`src/rtl/ppt_pkg.sv`:
```
// Shared types and constants for the point-in-polygon tester.
package ppt_pkg;

    localparam int MAX_VERTICES = 64;
    localparam int COORD_BITS   = 16;
    localparam int IDX_W        = $clog2(MAX_VERTICES);
    localparam int CNT_W        = $clog2(MAX_VERTICES + 1);
    localparam int DIFF_W       = COORD_BITS + 1;
    localparam int PROD_W       = 2 * DIFF_W;
    localparam int PIPE_DEPTH   = 3;

    localparam int IN_DATA_W  = 2 * COORD_BITS;
    localparam int IN_USER_W  = 2;
    localparam int OUT_RAW_W  = 1 + CNT_W + 1;
    localparam int OUT_DATA_W = ((OUT_RAW_W + 7) / 8) * 8;

    typedef logic signed [COORD_BITS-1:0] t_coord;

    typedef struct packed {
        t_coord y;
        t_coord x;
    } t_vertex;

    typedef logic [IN_USER_W-1:0] t_kind;

    localparam t_kind KIND_CLEAR  = 2'd0;
    localparam t_kind KIND_APPEND = 2'd1;
    localparam t_kind KIND_QUERY  = 2'd2;

endpackage

```
`src/rtl/ppt_edge_unit.sv`:
```
// Three-stage edge crossing test: differences, cross products, signed compare.
module ppt_edge_unit (
    input  logic             i_clk,
    input  logic             i_rst_n,
    input  logic             i_valid,
    input  ppt_pkg::t_coord  i_px,
    input  ppt_pkg::t_coord  i_py,
    input  ppt_pkg::t_vertex i_v1,
    input  ppt_pkg::t_vertex i_v2,
    output logic             o_cross
);
    import ppt_pkg::*;

    logic                     r1_vld;
    logic                     r1_dy_pos;
    logic signed [DIFF_W-1:0] r1_a;
    logic signed [DIFF_W-1:0] r1_dy;
    logic signed [DIFF_W-1:0] r1_b;
    logic signed [DIFF_W-1:0] r1_dx;

    logic                     r2_vld;
    logic                     r2_dy_pos;
    logic signed [PROD_W-1:0] r2_p1;
    logic signed [PROD_W-1:0] r2_p2;

    logic r3_cross;
    logic straddle;

    // Half-open straddle of the point's y; it also guarantees dy is nonzero.
    assign straddle = ((i_v1.y <= i_py) && (i_v2.y > i_py)) ||
                      ((i_v1.y > i_py) && (i_v2.y <= i_py));

    always_ff @(posedge i_clk) begin
        if (!i_rst_n) begin
            r1_vld   <= 1'b0;
            r2_vld   <= 1'b0;
            r3_cross <= 1'b0;
        end else begin
            r1_vld   <= i_valid && straddle;
            r2_vld   <= r1_vld;
            r3_cross <= r2_vld && (r2_dy_pos ? (r2_p1 < r2_p2) : (r2_p1 > r2_p2));
        end
    end

    always_ff @(posedge i_clk) begin
        r1_dy_pos <= i_v2.y > i_v1.y;
        r1_a      <= {i_px[COORD_BITS-1], i_px} - {i_v1.x[COORD_BITS-1], i_v1.x};
        r1_dy     <= {i_v2.y[COORD_BITS-1], i_v2.y} - {i_v1.y[COORD_BITS-1], i_v1.y};
        r1_b      <= {i_py[COORD_BITS-1], i_py} - {i_v1.y[COORD_BITS-1], i_v1.y};
        r1_dx     <= {i_v2.x[COORD_BITS-1], i_v2.x} - {i_v1.x[COORD_BITS-1], i_v1.x};
        r2_dy_pos <= r1_dy_pos;
        r2_p1     <= r1_a * r1_dy;
        r2_p2     <= r1_b * r1_dx;
    end

    assign o_cross = r3_cross;

endmodule
```
`config.mk`:
```
export PLATFORM = sky130hd
export DESIGN_NAME = ppt_edge_unit
export DESIGN_NICKNAME = d
export VERILOG_FILES = /design/src/rtl/ppt_pkg.sv /design/src/rtl/ppt_edge_unit.sv
export SDC_FILE = /design/constraint.sdc
export NUM_CORES = 2
export LEC_CHECK = 0
export BUFFER_PORTS_ARGS = -buffer_cell sky130_fd_sc_hd__buf_2
export CORE_ASPECT_RATIO = 0.5
export CORE_MARGIN = 3
export CORE_UTILIZATION = 60
export CTS_CLUSTER_DIAMETER = 120
export CTS_CLUSTER_SIZE = 8
export DETAILED_ROUTE_END_ITERATION = 7
export PLACE_DENSITY = 0.82
export SYNTH_ARGS = -nofsm -noshare
export SYNTH_HDL_FRONTEND = slang
export SYNTH_SLANG_ARGS = --single-unit
```
`constraint.sdc`:
```
create_clock -name i_clk -period 14.8 [get_ports i_clk]
set_input_delay 1.48 -clock i_clk [delete_from_list [all_inputs] [get_ports i_clk]]
set_output_delay 1.48 -clock i_clk [all_outputs]
set_load 0.005 [all_outputs]
```
==> results.yml <==
setup_path:
  cp-start-kind: "flip-flop"
  ff2ff_path_depth: 20
  path_max_fanout: 17
  crit_path_frequent_cell: "fa_1"
  cp_top_family: "adder cells"
  max_stage_delay_ps: 880
  critPathCapture: "r2_p1[31]"
  r2r-start: "r1_a[11]"
  reg2reg_to: "r2_p1[31]"
  critPathArrivalTime_ps: 7070
  cp-end-kind: "flip-flop"
  critPathLaunch: "r1_a[11]"
  worstPathRequired_ps: 15130
  cp.depth: 20
  r2r_setup_slack_ps: 8060
  crit_chain: "nand2_1 > fa_1 > fa_1 > fa_1 > inv_1 > fa_1 > fa_1 > inv_1 > fa_1 > inv_1 > ha_1 > a21oi_1 > o21bai_1 > a211o_1 > a31oi_2 > o31ai_2 > o41ai_1 > o311a_1 > nand2b_1 > xnor2_1"
  critPathSlowestCell: "dfxtp_1"
  critical_path_class: "reg -> reg"
  critPathBufInv: 3
synth:
  synth-edff-count: 0
  synth-async-reset-ratio_pct: 0
  synth-seq-cells: 141
  netlist_area_um2: 28800
  ys_types: 70
  syn_area_per_cell_um2: 9.21
  ys_warn_count: 0
  yosysSeqAreaShare_pct: 9.81
  synth_nets: 4105
  ys.flop_type: "dfxtp_1"
  syn_inst: 3124
timing:
  finalSetupViolCount: 0
  final_max_slew_viol_count: 0
  worstMarginPinSlew_ps: 870
  period_needed_ps: 6740
  relSlewSlack_pct: 41.9
  fin_skew_ps: 12.4
  min_period_over_period_pct: 45.5
  tns_ps: 0
  hold_violations: 0
  rsz0062_at_grt: "false"
  max_freq_mhz: 148
clock_tree:
  clkTransAtPathRegs_ps: 80
  hold_buffers: 0
  cts_max_path_buffers: 2
  cts_htree_levels: 4
  post_cts_resized: 0
  clock_latency_ps: 450
  cts.sinks: 141
  cts_tree: "built"
  cts_made_buffers: 17
  root_buffer: "clkbuf_16"
  post_cts_buffers: 0
detailed_routing:
  viasPerCell: 5.61
  drt_pass1_iterations: 6
  drc: 0
  wl_per_cell_um: 19.2
  ant_nets: 0
  drt_iter0_drc: 1542
  wirelength_um: 73300
  vias: 21443
grt:
  antenna_found_initial: 1
  grt_pass1_wl_um: 121000
  grt_max_degree: 18
  overflow: 0
  grt_pass1_vias: 23347
  grt_usage_pct: 30.6
die:
  start_util_pct: 61.1
  io_pins: 100
  dieArea_um2: 50800
  die_w_um: 316
  row_count: 56
  die_h_um: 161
  core_region_area_um2: 47100
final_layout:
  layout-drive-gt1-share_pct: 4.84
  fill_cells: 3822
  finalNetCount: 4149
  area_delta_synth_final_pct: 5.66
placement:
  portBuffers: 99
  hpwl_um: 61300
  place_congestion: 0.960
run:
  maxCapViolCount: 0
worst_hold_path:
  hold_class: "reg -> reg"
outcome:
  status: "completed"
## worst min path at each step
| stage | startpoint | endpoint | slack, ps | cells past startpoint |
|---|---|---|---|---|
| finish | r1_dy_pos | r2_dy_pos | 330 | 0 |
| global route | r1_dy_pos | r2_dy_pos | 330 | 0 |
| CTS | r1_dy_pos | r2_dy_pos | 330 | 0 |
| detailed placement | r1_dy_pos | r2_dy_pos | 310 | 0 |
| global placement | r1_dy_pos | r2_dy_pos | 310 | 0 |
| floorplan | r1_dy_pos | r2_dy_pos | 310 | 0 |
## flip-flops by register name, indices dropped and copies added, names as in the netlist
name,count
r2_p2,34
o_cross,1
r1_dy,17
r2_vld,1
r1_vld,1
r1_dy_pos,1
r1_b,17
r2_p1,34
r2_dy_pos,1
r1_dx,17
r1_a,17
## placed cells by master (no fill, tap or decap), types with 6 or more instances in the layout
cell and instances:
inv_1 728, fa_1 596, nand2_1 323, and2_1 296, ha_1 286, dfxtp_1 141, nor2_1 110, buf_2 99
xnor2_1 89, a21oi_1 77, o21ai_0 56, nor3_1 33, a21o_1 32, nand3_1 28, nor2b_1 28, o21a_1 22
nand2b_1 19, nand4_1 18, xor2_1 18, clkbuf_16 17, a21boi_0 14, a211oi_1 9, o21bai_1 9, or3_1 8
nor4_1 8, o211ai_1 8, a31oi_1 6, nor3b_1 6, o22ai_1 6
## area by class of cell
class | instances | area, um^2 | area share (%)
timing repair buffer | 101 | 510 | 1.68
clock inverter | 15 | 179 | 0.589
clock buffer | 17 | 425 | 1.40
tap | 638 | 798 | 2.63
antenna | 1 | 2.50 | 0.00823
inverter | 728 | 2730 | 8.99
sequential | 141 | 2820 | 9.29
multi-input combinational | 2179 | 22900 | 75.4
## per-stage QoR
| stage | util, % | hold WS [ps] | std cells | cell area [um^2] | setup slack, ps |
|---|---|---|---|---|---|
| 6_report | 64.5 | 327 | 3820 | 30400 | 8060 |
| 5_1_grt | 64.5 | 331 | 3820 | 30400 | 7820 |
| 4_1_cts | 64.5 | 329 | 3819 | 30400 | 8160 |
| 3_5_place_dp | 63.3 | 315 | 3787 | 29800 | 8190 |
| 3_3_place_gp | 63.3 | 312 | 3787 | 29800 | 8330 |
| 2_1_floorplan | - | 310 | 3124 | 28800 | 8580 |
## per-layer routing
layer	share of wire (%)	track usage [%]	vias to the layer above
met5	0	0	-
met4	4.8	13.7	0
met3	6.6	4.45	227
met2	49	52.0	849
met1	40	39.1	10810
li1	-	-	9557
## cells in the mapped netlist, types with 3 or more instances
cell type | n | area share (%)
a221oi_1 | 3 | 0.091
o311ai_0 | 4 | 0.12
xor2_1 | 18 | 0.55
or2_2 | 3 | 0.065
a21boi_0 | 14 | 0.37
o21a_1 | 22 | 0.57
a21oi_1 | 77 | 1.3
o21bai_1 | 9 | 0.23
or3_1 | 8 | 0.17
nor2b_1 | 28 | 0.61
and3_1 | 3 | 0.065
a41oi_1 | 3 | 0.091
a211oi_1 | 9 | 0.23
inv_1 | 728 | 9.5
nor2_1 | 110 | 1.4
nand2_1 | 323 | 4.2
o211ai_1 | 8 | 0.21
nand3b_1 | 3 | 0.078
a211o_1 | 3 | 0.091
a31oi_1 | 6 | 0.13
nor4_1 | 8 | 0.17
buf_1 | 3 | 0.039
o31a_1 | 3 | 0.091
o41ai_1 | 4 | 0.12
a21o_1 | 32 | 0.84
nor3b_1 | 6 | 0.16
and2_1 | 296 | 6.4
nor3_1 | 33 | 0.57
nand4_1 | 18 | 0.39
clkbuf_1 | 72 | 0.94
ha_1 | 286 | 12
o31ai_1 | 5 | 0.13
dfxtp_1 | 141 | 9.8
o21ai_0 | 56 | 0.97
xnor2_1 | 89 | 2.7
nand2b_1 | 19 | 0.41
fa_1 | 596 | 41
o22ai_1 | 6 | 0.13
nand3_1 | 28 | 0.49
## cells by family after synthesis
| family | count (synthesis) | share of synthesized area [%] |
|---|---|---|
| flops | 141 | 9.81 |
| xor+xnor | 107 | 3.26 |
| fa+ha+maj | 882 | 53.9 |
| mux | 2 | 0.0740 |
| compound gates | 295 | 6.94 |
| simple gates | 893 | 15.5 |
| buf+inv | 804 | 10.5 |
Power is left out: the tool's default activity adds up to more than one toggle a clock period on the data nets, which glitch-free logic cannot reach.
